===== src/rtl/core/ppc_pkg.sv =====
// Shared types, register indexes and the sequencer microprogram for the PWM period calculator.
`timescale 1ns / 1ps

package ppc_pkg;

    localparam int unsigned FREQ_W  = 32;
    localparam int unsigned CLK_W   = 32;
    localparam int unsigned HALF_W  = 16;
    localparam int unsigned CMP_W   = 15;
    localparam int unsigned OPA_W   = 17;               // multiplier A operand
    localparam int unsigned DEN_W   = OPA_W + FREQ_W;   // divisor / product width
    localparam int unsigned QUO_W   = 32;
    localparam int unsigned CNT_W   = 5;
    localparam int unsigned CFG_AW  = 2;
    localparam int unsigned OUT_W   = 48;

    localparam logic [CLK_W-1:0]  CLOCK_HZ_RST   = 32'd80000000;
    localparam logic [HALF_W-1:0] CLOCK_DIV_RST  = 16'd0;
    localparam logic [HALF_W-1:0] MAX_PSC_RST    = 16'hFFFF;
    localparam logic [HALF_W-1:0] MAX_PER_RST    = 16'hFFFF;

    localparam logic [CFG_AW-1:0] REG_CLOCK_HZ   = 2'd0;
    localparam logic [CFG_AW-1:0] REG_CLOCK_DIV  = 2'd1;
    localparam logic [CFG_AW-1:0] REG_MAX_PSC    = 2'd2;
    localparam logic [CFG_AW-1:0] REG_MAX_PER    = 2'd3;

    typedef logic [3:0] step_t;

    typedef enum logic [0:0] {
        ST_IDLE,
        ST_RUN
    } state_t;

    typedef enum logic [2:0] {
        OP_NOP,
        OP_MUL,
        OP_DIV_BASE,
        OP_DIV_PROD,
        OP_DONE
    } op_t;

    typedef enum logic [1:0] {
        MS_MP1_F,   // (max_per + 1) * f
        MS_QP1_F,   // (q + 1) * f
        MS_M_F      // max_per * f
    } mul_sel_t;

    typedef enum logic [1:0] {
        DST_NONE,
        DST_BASE,
        DST_Q,
        DST_PER
    } dst_t;

    typedef enum logic [2:0] {
        ACT_NONE,
        ACT_INIT,
        ACT_PSC_Q,
        ACT_PER_M,
        ACT_PSC_FB,
        ACT_PSC_SAT
    } act_t;

    typedef enum logic [2:0] {
        C_NEVER,
        C_ALWAYS,
        C_FZERO,
        C_QGT,
        C_PZERO
    } cond_t;

    typedef struct packed {
        op_t      op;
        mul_sel_t msel;
        dst_t     dst;
        act_t     act;
        cond_t    cond;
        step_t    target;
    } uword_t;

    localparam step_t S_FALLBACK = 4'd7;
    localparam step_t S_SAT      = 4'd11;
    localparam step_t S_DONE     = 4'd12;

    // Microprogram ROM: one control word per step.
    function automatic uword_t ucode(input step_t s);
        uword_t w;
        w = '{OP_DONE, MS_MP1_F, DST_NONE, ACT_NONE, C_NEVER, S_DONE};
        unique case (s)
            4'd0:  w = '{OP_NOP,      MS_MP1_F, DST_NONE, ACT_INIT,    C_FZERO,  S_DONE};
            4'd1:  w = '{OP_DIV_BASE, MS_MP1_F, DST_BASE, ACT_NONE,    C_NEVER,  S_DONE};
            4'd2:  w = '{OP_MUL,      MS_MP1_F, DST_NONE, ACT_NONE,    C_NEVER,  S_DONE};
            4'd3:  w = '{OP_DIV_PROD, MS_MP1_F, DST_Q,    ACT_NONE,    C_NEVER,  S_DONE};
            4'd4:  w = '{OP_NOP,      MS_MP1_F, DST_NONE, ACT_NONE,    C_QGT,    S_FALLBACK};
            4'd5:  w = '{OP_MUL,      MS_QP1_F, DST_NONE, ACT_PSC_Q,   C_NEVER,  S_DONE};
            4'd6:  w = '{OP_DIV_PROD, MS_MP1_F, DST_PER,  ACT_NONE,    C_ALWAYS, S_DONE};
            4'd7:  w = '{OP_MUL,      MS_M_F,   DST_NONE, ACT_PER_M,   C_NEVER,  S_DONE};
            4'd8:  w = '{OP_NOP,      MS_MP1_F, DST_NONE, ACT_NONE,    C_PZERO,  S_SAT};
            4'd9:  w = '{OP_DIV_PROD, MS_MP1_F, DST_Q,    ACT_NONE,    C_NEVER,  S_DONE};
            4'd10: w = '{OP_NOP,      MS_MP1_F, DST_NONE, ACT_PSC_FB,  C_ALWAYS, S_DONE};
            4'd11: w = '{OP_NOP,      MS_MP1_F, DST_NONE, ACT_PSC_SAT, C_NEVER,  S_DONE};
            default: w = '{OP_DONE,   MS_MP1_F, DST_NONE, ACT_NONE,    C_NEVER,  S_DONE};
        endcase
        return w;
    endfunction

endpackage


===== src/rtl/core/pwm_prescaler_period_calc_top.sv =====
// Top level of the PWM prescaler / period calculator: sequencer, datapath and ports.
`timescale 1ns / 1ps

//  channel   | direction | handshake             | payload
//  ----------+-----------+-----------------------+-----------------------------------------
//  s_        | in        | s_tvalid / s_tready   | s_tdata[31:0] frequency
//  m_        | out       | m_tvalid / m_tready   | m_tdata ok, prescaler, period, compare
//  cfg_      | in        | cfg_wr_en (no wait)   | cfg_addr register index, cfg_wdata value
//
//  Sequence: a zero frequency skips the divider and goes from accept straight to the result;
//  a regular item goes through the shared restoring divider up to three times (once less when
//  the period clamp finds a zero product), the sequencer walking the microprogram one step at
//  a time.
//  Reset: aresetn is synchronous and active low; it restores the register defaults,
//  parks the sequencer at idle and empties the output register.
//  Stalls: a finished result waits in the output register while s_tready is high
//  again; for the output, the sequencer waits only at its final step, while the previous result is still held.

module pwm_prescaler_period_calc_top (
    input  logic                             aclk,
    input  logic                             aresetn,
    // frequency[31:0]
    input  logic [ppc_pkg::FREQ_W-1:0]       s_tdata,
    input  logic                             s_tvalid,
    output logic                             s_tready,
    // ok[0], prescaler[16:1], period[32:17], compare[47:33]
    output logic [ppc_pkg::OUT_W-1:0]        m_tdata,
    output logic                             m_tvalid,
    input  logic                             m_tready,
    input  logic                             cfg_wr_en,
    input  logic [ppc_pkg::CFG_AW-1:0]       cfg_addr,
    input  logic [ppc_pkg::CLK_W-1:0]        cfg_wdata
);

    // configuration registers
    logic [ppc_pkg::CLK_W-1:0]  tclk_hz_reg;
    logic [ppc_pkg::HALF_W-1:0] tclk_div_reg;
    logic [ppc_pkg::HALF_W-1:0] max_psc_reg;
    logic [ppc_pkg::HALF_W-1:0] max_per_reg;

    // control
    ppc_pkg::state_t state_reg, state_next;
    ppc_pkg::step_t  step_reg, step_next;
    ppc_pkg::uword_t uw;
    logic            seq_run;
    logic            step_done;
    logic            cond_true;
    logic            out_free;
    logic            out_load;

    // datapath
    logic [ppc_pkg::FREQ_W-1:0] f_reg;
    logic [ppc_pkg::CLK_W-1:0]  base_reg;
    logic [ppc_pkg::QUO_W-1:0]  q_reg;
    logic [ppc_pkg::DEN_W-1:0]  prod_reg;
    logic [ppc_pkg::HALF_W-1:0] psc_reg;
    logic [ppc_pkg::HALF_W-1:0] per_reg;
    logic                       ok_reg;
    logic [ppc_pkg::OPA_W-1:0]  mul_a;
    logic [ppc_pkg::QUO_W-1:0]  q_m1;
    logic [ppc_pkg::HALF_W-1:0] psc_fb;

    // divider
    logic                       div_busy_reg;
    logic                       div_done_reg;
    logic [ppc_pkg::CNT_W-1:0]  div_cnt_reg;
    logic [ppc_pkg::QUO_W-1:0]  dvd_reg;        // dividend in, quotient out
    logic [ppc_pkg::DEN_W-1:0]  den_reg;
    logic [ppc_pkg::DEN_W-1:0]  rem_reg;
    logic [ppc_pkg::DEN_W:0]    trial;
    logic                       trial_ge;
    logic                       div_op;
    logic                       div_start;

    logic                       m_tvalid_reg;
    logic [ppc_pkg::OUT_W-1:0]  m_tdata_reg;

    // ---------------------------------------------------------------- config
    always_ff @(posedge aclk) begin
        if (!aresetn) begin
            tclk_hz_reg   <= ppc_pkg::CLOCK_HZ_RST;
            tclk_div_reg  <= ppc_pkg::CLOCK_DIV_RST;
            max_psc_reg   <= ppc_pkg::MAX_PSC_RST;
            max_per_reg   <= ppc_pkg::MAX_PER_RST;
        end else if (cfg_wr_en) begin
            unique case (cfg_addr)
                ppc_pkg::REG_CLOCK_HZ:  tclk_hz_reg   <= cfg_wdata;
                ppc_pkg::REG_CLOCK_DIV: tclk_div_reg  <= cfg_wdata[ppc_pkg::HALF_W-1:0];
                ppc_pkg::REG_MAX_PSC:   max_psc_reg   <= cfg_wdata[ppc_pkg::HALF_W-1:0];
                ppc_pkg::REG_MAX_PER:   max_per_reg   <= cfg_wdata[ppc_pkg::HALF_W-1:0];
                default: ;
            endcase
        end
    end

    // ------------------------------------------------------------- sequencer
    assign uw       = ppc_pkg::ucode(step_reg);
    assign out_free = !m_tvalid_reg || m_tready;
    assign div_op   = (uw.op == ppc_pkg::OP_DIV_BASE) || (uw.op == ppc_pkg::OP_DIV_PROD);

    // a step retires at once, except a division (wait for the divider) and the
    // final step (wait for room in the output register)
    always_comb begin
        case (uw.op) inside
            ppc_pkg::OP_DIV_BASE,
            ppc_pkg::OP_DIV_PROD: step_done = div_done_reg;
            ppc_pkg::OP_DONE:     step_done = out_free;
            default:              step_done = 1'b1;
        endcase
    end

    always_comb begin
        case (uw.cond)
            ppc_pkg::C_ALWAYS: cond_true = 1'b1;
            ppc_pkg::C_FZERO:  cond_true = (f_reg == '0);
            ppc_pkg::C_QGT:    cond_true = (q_reg > {{(ppc_pkg::QUO_W-ppc_pkg::HALF_W){1'b0}},
                                                     max_psc_reg});
            ppc_pkg::C_PZERO:  cond_true = (prod_reg == '0);
            default:           cond_true = 1'b0;
        endcase
    end

    // next state
    always_comb begin
        state_next = state_reg;
        unique case (state_reg)
            ppc_pkg::ST_IDLE: if (s_tvalid) state_next = ppc_pkg::ST_RUN;
            ppc_pkg::ST_RUN:  if (uw.op == ppc_pkg::OP_DONE && step_done)
                                  state_next = ppc_pkg::ST_IDLE;
            default:          state_next = ppc_pkg::ST_IDLE;
        endcase
    end

    // state outputs
    always_comb begin
        s_tready = 1'b0;
        seq_run  = 1'b0;
        unique case (state_reg)
            ppc_pkg::ST_IDLE: s_tready = 1'b1;
            ppc_pkg::ST_RUN:  seq_run  = 1'b1;
            default: ;
        endcase
    end

    always_comb begin
        step_next = step_reg;
        if (!seq_run) begin
            step_next = '0;
        end else if (step_done) begin
            step_next = cond_true ? uw.target : step_reg + 4'd1;
        end
    end

    always_ff @(posedge aclk) begin
        if (!aresetn) begin
            state_reg <= ppc_pkg::ST_IDLE;
            step_reg  <= '0;
        end else begin
            state_reg <= state_next;
            step_reg  <= step_next;
        end
    end

    // -------------------------------------------------------------- datapath
    always_comb begin
        case (uw.msel)
            ppc_pkg::MS_QP1_F: mul_a = {1'b0, q_reg[ppc_pkg::HALF_W-1:0]} + 17'd1;
            ppc_pkg::MS_M_F:   mul_a = {1'b0, max_per_reg};
            default:           mul_a = {1'b0, max_per_reg} + 17'd1;
        endcase
    end

    // fallback prescaler: q - 1, floored at zero, clamped to max_psc
    assign q_m1 = q_reg - 32'd1;
    always_comb begin
        if (q_reg == '0) begin
            psc_fb = '0;
        end else if (q_m1 > {{(ppc_pkg::QUO_W-ppc_pkg::HALF_W){1'b0}}, max_psc_reg}) begin
            psc_fb = max_psc_reg;
        end else begin
            psc_fb = q_m1[ppc_pkg::HALF_W-1:0];
        end
    end

    always_ff @(posedge aclk) begin
        if (s_tvalid && s_tready) begin
            f_reg <= s_tdata;
        end
        if (seq_run && uw.op == ppc_pkg::OP_MUL) begin
            prod_reg <= {{(ppc_pkg::DEN_W-ppc_pkg::OPA_W){1'b0}}, mul_a}
                      * {{(ppc_pkg::DEN_W-ppc_pkg::FREQ_W){1'b0}}, f_reg};
        end
        if (seq_run && step_done) begin
            case (uw.act)
                ppc_pkg::ACT_INIT: begin
                    ok_reg  <= (f_reg != '0);
                    psc_reg <= '0;
                    per_reg <= '0;
                end
                ppc_pkg::ACT_PSC_Q:   psc_reg <= q_reg[ppc_pkg::HALF_W-1:0];
                ppc_pkg::ACT_PER_M:   per_reg <= max_per_reg;
                ppc_pkg::ACT_PSC_FB:  psc_reg <= psc_fb;
                ppc_pkg::ACT_PSC_SAT: psc_reg <= max_psc_reg;
                default: ;
            endcase
            case (uw.dst)
                ppc_pkg::DST_BASE: base_reg <= dvd_reg;
                ppc_pkg::DST_Q:    q_reg    <= dvd_reg;
                ppc_pkg::DST_PER:  per_reg  <= dvd_reg[ppc_pkg::HALF_W-1:0];
                default: ;
            endcase
        end
    end

    // ---------------------------------------------- restoring divider, 1 bit/cycle
    assign div_start = seq_run && div_op && !div_busy_reg && !div_done_reg;
    assign trial     = {rem_reg, dvd_reg[ppc_pkg::QUO_W-1]};
    assign trial_ge  = (trial >= {1'b0, den_reg});

    always_ff @(posedge aclk) begin
        if (div_start) begin
            rem_reg <= '0;
            if (uw.op == ppc_pkg::OP_DIV_BASE) begin
                dvd_reg <= tclk_hz_reg;
                den_reg <= {{(ppc_pkg::DEN_W-ppc_pkg::OPA_W){1'b0}},
                            ({1'b0, tclk_div_reg} + 17'd1)};
            end else begin
                dvd_reg <= base_reg;
                den_reg <= prod_reg;
            end
        end else if (div_busy_reg) begin
            rem_reg <= trial_ge ? (trial[ppc_pkg::DEN_W-1:0] - den_reg)
                                : trial[ppc_pkg::DEN_W-1:0];
            dvd_reg <= {dvd_reg[ppc_pkg::QUO_W-2:0], trial_ge};
        end
    end

    always_ff @(posedge aclk) begin
        if (!aresetn) begin
            div_busy_reg <= 1'b0;
            div_done_reg <= 1'b0;
            div_cnt_reg  <= '0;
        end else if (div_start) begin
            div_busy_reg <= 1'b1;
            div_cnt_reg  <= '0;
        end else if (div_busy_reg) begin
            div_cnt_reg <= div_cnt_reg + 5'd1;
            if (div_cnt_reg == {ppc_pkg::CNT_W{1'b1}}) begin
                div_busy_reg <= 1'b0;
                div_done_reg <= 1'b1;
            end
        end else if (div_done_reg && seq_run && div_op) begin
            // quotient is committed this cycle; clear for the next division
            div_done_reg <= 1'b0;
        end
    end

    // --------------------------------------------------------- output register
    assign out_load = seq_run && uw.op == ppc_pkg::OP_DONE && out_free;

    always_ff @(posedge aclk) begin
        if (!aresetn) begin
            m_tvalid_reg <= 1'b0;
        end else if (out_load) begin
            m_tvalid_reg <= 1'b1;
        end else if (m_tready) begin
            m_tvalid_reg <= 1'b0;
        end
    end

    always_ff @(posedge aclk) begin
        if (out_load) begin
            m_tdata_reg <= {per_reg[ppc_pkg::HALF_W-1:1], per_reg, psc_reg, ok_reg};
        end
    end

    assign m_tvalid = m_tvalid_reg;
    assign m_tdata  = m_tdata_reg;

endmodule


===== config.mk =====
export PLATFORM = sky130hd
export DESIGN_NAME = pwm_prescaler_period_calc_top
export DESIGN_NICKNAME = d
export VERILOG_FILES = /design/src/rtl/core/ppc_pkg.sv /design/src/rtl/core/pwm_prescaler_period_calc_top.sv
export SDC_FILE = /design/constraint.sdc
export NUM_CORES = 2
export LEC_CHECK = 0
export BUFFER_PORTS_ARGS = -buffer_cell sky130_fd_sc_hd__buf_4
export CORE_ASPECT_RATIO = 1.25
export CORE_MARGIN = 3
export CORE_UTILIZATION = 65
export CTS_CLUSTER_DIAMETER = 100
export DETAILED_ROUTE_END_ITERATION = 8
export GPL_ROUTABILITY_DRIVEN = 0
export GPL_TIMING_DRIVEN = 0
export HOLD_SLACK_MARGIN = 0.06
export PLACE_DENSITY = 0.83
export SLEW_MARGIN = 0
export SYNTH_ARGS = -nofsm -noshare
export SYNTH_HDL_FRONTEND = slang
export SYNTH_SLANG_ARGS = --single-unit

===== constraint.sdc =====
create_clock -name aclk -period 9.9 [get_ports aclk]
set_input_delay 1.485 -clock aclk [delete_from_list [all_inputs] [get_ports aclk]]
set_output_delay 1.485 -clock aclk [all_outputs]
set_load 0.05 [all_outputs]

Word level (Yosys, flattened, before mapping)
Memories as Yosys holds them, arrays and structs flattened. A register that Yosys moved wholly into a read port is not among the register bits.
Index checks and enable logic that the tools add are counted.
{"block": "totals", "word_cells": 129, "romBits": 272, "n_memories": 1, "register_bits": 449, "output_inout_bits": 50}
{"block": "classes", "n_mux": 30, "reduce_logical": 39, "bitwise_logic": 3, "multipliers": 1, "n_lt_le_gt_ge": 3, "add_sub_neg": 7, "eq_ne": 23}
{"memory": "(name not given)", "depth": 16, "word_bits": 17, "read_ports": 1, "rd_ports_with_merged_regs": 1, "write_ports": 0, "line": "ppc_pkg.sv:89", "rtl": "unique case (s)"}
{"cell": "two-way mux 32 bit", "n": 3}
{"cell": "> comparator 32 x 16 -> 1 bit", "n": 2}
{"cell": "zero test 32 bit", "n": 2}
{"cell": "one-hot mux 16 bit (4 select lines)", "n": 1}
{"cell": "adder 16 x 1 -> 17 bit (second input constant)", "n": 3}
{"cell": ">= comparator 50 x 49 -> 1 bit", "n": 1}
{"cell": "zero test 49 bit", "n": 1}
{"cell": "multiplier 17 x 32 -> 49 bit", "n": 1}
{"cell": "two-way mux 49 bit", "n": 1}
{"cell": "subtractor 49 bit", "n": 1}
{"cell": "two-way mux 16 bit", "n": 3}
{"cell": "one-hot mux 17 bit (2 select lines)", "n": 1}
{"cell": "one-hot mux 16 bit (2 select lines)", "n": 1}
{"cell": "nonzero test 32 bit", "n": 1}
{"cell": "subtractor 32 x 1 -> 32 bit (second input constant)", "n": 1}
{"cell": "AND reduction 2 bit", "n": 10}
{"cell": "== test 3 x 2 -> 1 bit (second input constant)", "n": 6}
{"cell": "two-way mux 17 bit", "n": 1}
{"cell": "two-way mux 1 bit", "n": 14}
{"cell": "== test 3 bit (second input constant)", "n": 4}
{"cell": "two-way mux 4 bit", "n": 3}
{"cell": "logical AND 1 bit", "n": 11}
{"cell": "== test 2 bit (second input constant)", "n": 5}
{"cell": "== test 3 x 1 -> 1 bit (second input constant)", "n": 3}
{"cell": "16 further kinds", "n": 26}

Logic depth before layout (Yosys ltp)
{"block": "depth", "word_depth": 7, "ltp_mapped": 37, "depth_no_buf": 33}

Worst setup path after synthesis
OpenSTA, ideal clock, no wires.
{"block": "synth_path", "path_type": "reg2reg", "start": "register uw[13] (netlist name)", "end": "register prod_reg[41] in the netlist's numbering (data pin)", "path_slack_ns": 0.931, "stages_incl_launch_ff": 34, "n_path_buf": 4, "required_ns": 9.641, "arrival_ns": 8.710, "path_cell_list": "dfxtp_1 nand2b_1 clkbuf_1 clkbuf_1 clkbuf_1 nand2_1 o21ai_0 ha_1 a21boi_1 nand2_1 a211o_1 maj3_2 a221oi_2 buf_2 and2_1 fa_1 fa_1 fa_1 fa_1 fa_1 inv_1 fa_1 inv_1 ha_1 a211oi_1 o21ai_0 a41oi_1 nor2_1 a2111oi_0 o21ai_1 a2111o_1 a21o_1 a21oi_1 xnor2_1"}
{"block": "synth_between", "elab_chain_cells": 3}
{"element": "== test 2 bit or == test 2 x 1 -> 1 bit (tied branches)", "line": "pwm_prescaler_period_calc_top.sv:166", "rtl": "case (uw.msel)"}
{"element": "one-hot mux 17 bit (2 select lines) *", "line": "pwm_prescaler_period_calc_top.sv:166"}
{"element": "multiplier 17 x 32 -> 49 bit *", "line": "pwm_prescaler_period_calc_top.sv:191", "rtl": "* {{(ppc_pkg::DEN_W-ppc_pkg::FREQ_W){1'b0}}, f_reg};"}
{"element": "end signal: assignment", "line": "pwm_prescaler_period_calc_top.sv:190", "rtl": "prod_reg <= {{(ppc_pkg::DEN_W-ppc_pkg::OPA_W){1'b0}}, mul_a}"}
{"element": "end: declaration", "line": "pwm_prescaler_period_calc_top.sv:55", "rtl": "logic [ppc_pkg::DEN_W-1:0] prod_reg;"}
Every way passes the cells marked *; elsewhere a longest branch is shown, timed or not.
A chain may end at the register's enable or synchronous reset.

Final worst setup path
{"block": "layout_path", "start": "register uw[12] (netlist name)", "end": "register prod_reg[41] in the netlist's numbering (data pin)"}
{"block": "layout_between", "elab_chain_cells": 3}
{"element": "== test 2 bit or == test 2 x 1 -> 1 bit (tied branches)", "line": "pwm_prescaler_period_calc_top.sv:166"}
{"element": "one-hot mux 17 bit (2 select lines) *", "line": "pwm_prescaler_period_calc_top.sv:166"}
{"element": "multiplier 17 x 32 -> 49 bit *", "line": "pwm_prescaler_period_calc_top.sv:191"}
Marks and branches as above.

==> results.txt <==
outcome = complete, no violations
met2 routed WL = 51,900 um
post-synthesis compound-gate area fraction = 10.5%
final hold viol count = 0
Final HPWL DP = 86,400 um
share of layout cells above drive strength 1 = 7.73%
sequential element share of the synthesized area = 30.5%
vias per cell = 6.08
top layer in use = met4
CP endpoint = prod_reg[41]$_DFFE_PP_
1st-pass router iterations = 9
EDFF count, synth = 292
total CTS buffers = 46
post-layout util = 73.1%
Clk pin slew, worst setup/hold paths = 70 ps
CP most frequent cell = fa_1
core area = 0.0590 mm^2
# Max-Cap Violations = 0
grt total ovfl = 0
Place WS = -1830 ps
mux contribution to synthesized area = 0.765%
unrepaired setup endpoints after global routing = yes
Max FO, Critical Path = 10
max frequency = 0.102 GHz
#FFs+latches synth = 450
Post-Syn Instances = 4,193
Layout area overhead = 10.3%
WS Path Type = reg2reg
CP Capture Type = flop
vias in the first global route = 32,669
simple-gate share of the synthesized area = 16.4%
routed len/inst = 21.5 um
Remaining DRCs = 0
Synth Area in XOR/XNOR = 2.58%
Worst Setup SP = uw[12]$_SDFF_PP0_
top cells by area, synth = fa_1 (23%), edfxtp_1 (22%), dfxtp_1 (8.1%)
Clk Latency, worst-skew pair = 620 ps
cell area after synthesis = 0.0391 mm^2
First DRT Iteration DRCs = 2,757
YS warnings = 0
Die Area = 0.0631 mm^2
final setup TNS = 0 ps
number of buffers inserted by port buffering = 120
max-slew violation count = 0
Slew @ Worst Pin = 1350 ps
Critical Path AT = 10,130 ps
first-pass GRT wire length = 173,000 um
clk_skew = 38.0 ps
antenna-violating nets left = 0
CTS root buffer = clkbuf_16
initial core utilization = 66.3%
H-Tree Depth = 2
Final #Nets = 5,118
syn avg cell area = 9.32 um^2
wl on met1 = 37,000 um
largest family of logic cells by synthesized area = adder cells
commonest cells in the netlist = nand2_1 (783), inv_1 (677), fa_1 (450), edfxtp_1 (292), ha_1 (210)
R2R Path End = prod_reg[41]$_DFFE_PP_
Synthesized Nets = 4,924
Worst Reg-to-Reg Cells = 34
Worst path max stage delay = 680 ps
Synth top area share = 23.0%
CTS sink cnt = 450
final worst setup slack = 133 ps
final period utilization = 98.7%
crit start category = flop
via count = 31,489
biggest area consumer among synthesized cells = fa_1
clk buf depth = 3
Detailed Route WL = 112,000 um
post-synth cell types = 89
Adder-Cell Fraction of Synth Area = 30.1%
row count = 99
total track usage = 35.8%
initial antenna violation count = 1
CP max-delay cell = fa_1
reg-to-reg slack, setup = 130 ps
CTS tree = built
final setup vio count = 0
met3 WL = 10,800 um
Most used DFF post-synth = edfxtp_1
pin count of the biggest net entering global routing = 40
count leader, synth = nand2_1
fraction of registers with async set/reset = 0%
Die Height = 280 um
Hold Crit Class = reg2reg
FF-to-FF Start = uw[12]$_SDFF_PP0_
# IOs = 121
Tmin final = 9770 ps
die width = 225 um
Max-slew headroom = 9.50%
required time of the critical path = 10,260 ps
-- cell type report --
cell class | instances | area (um^2)
multi-input cells | 2825 | 23800
well taps | 757 | 947
diodes | 1 | 2.50
repair buffers | 147 | 1190
fillers | 4128 | 15900
flip-flops and latches | 450 | 11900
clock buffers | 63 | 1390
inverters | 678 | 2540
plain buffers | 239 | 1040
clock inverters | 22 | 239
-- worst max-delay path: cells and delay by family, from the launching register on --
family / cells / cell delay (ps)
fa+ha+maj: 9 / 4190
compound gates: 11 / 2680
buf+inv: 7 / 1250
simple gates: 6 / 850
flops: 1 / 400
xor+xnor: 1 / 110
-- routing by layer --
layer  up-vias  GRT usage [%]
li1      13924              -
met1     15148           40.4
met2      1852           58.9
met3       565           6.68
met4         0           30.6
met5         -              0
-- cells by family (layout without fill, tap and decap cells) --
logic type	Yosys count	in the layout
AND/OR/NAND/NOR	1398	1398
buffers and inverters	918	1149
adder cells (fa/ha/maj)	673	673
AO/OA/AOI/OAI	611	611
flip-flops	450	450
XOR/XNOR	115	115
multiplexers	28	28
other	0	1
-- stage by stage --
step,instance area (um^2),instances,hold slack [ps]
detailed placement,41200,5089,405
global placement,40900,5070,401
finish,43100,5182,420
global route,43100,5181,425
CTS,42900,5175,420
floorplan,39100,4193,400
-- placed cells by master, fill, tap and decap left out, types with 104 or more instances in the layout --
cell	instances
fa_1	450
nor2_1	145
and2_1	203
a21oi_1	111
inv_1	677
nand2_1	782
o21ai_0	104
buf_4	151
clkbuf_1	177
edfxtp_1	292
dfxtp_1	157
ha_1	209
-- how the worst min path moves through the flow --
stage	startpoint	end	depth (start not counted)
floorplan	ok_reg$_DFFE_PP_	m_tdata[0]$_DFFE_PP_	0
global placement	per_reg[14]$_DFFE_PP_	m_tdata[46]$_DFFE_PP_	0
detailed placement	psc_reg[9]$_DFFE_PP_	m_tdata[10]$_DFFE_PP_	0
CTS	per_reg[5]$_DFFE_PP_	m_tdata[37]$_DFFE_PP_	0
global route	psc_reg[1]$_DFFE_PP_	m_tdata[2]$_DFFE_PP_	0
finish	per_reg[5]$_DFFE_PP_	m_tdata[37]$_DFFE_PP_	0
-- timing repair --
| item | in CTS | in global routing |
|---|---|---|
| resized for setup | 27 | 40 |
| pin swaps | 2 | 3 |
| hold buffers | 0 | 0 |
| hold endpoints to repair | 0 | 0 |
| buffers inserted | 2 | 5 |
| setup endpoints to repair | 32 | 14 |
Power is not shown: default switching activity piles up to over one toggle a cycle in this logic, so the estimate is an artifact.
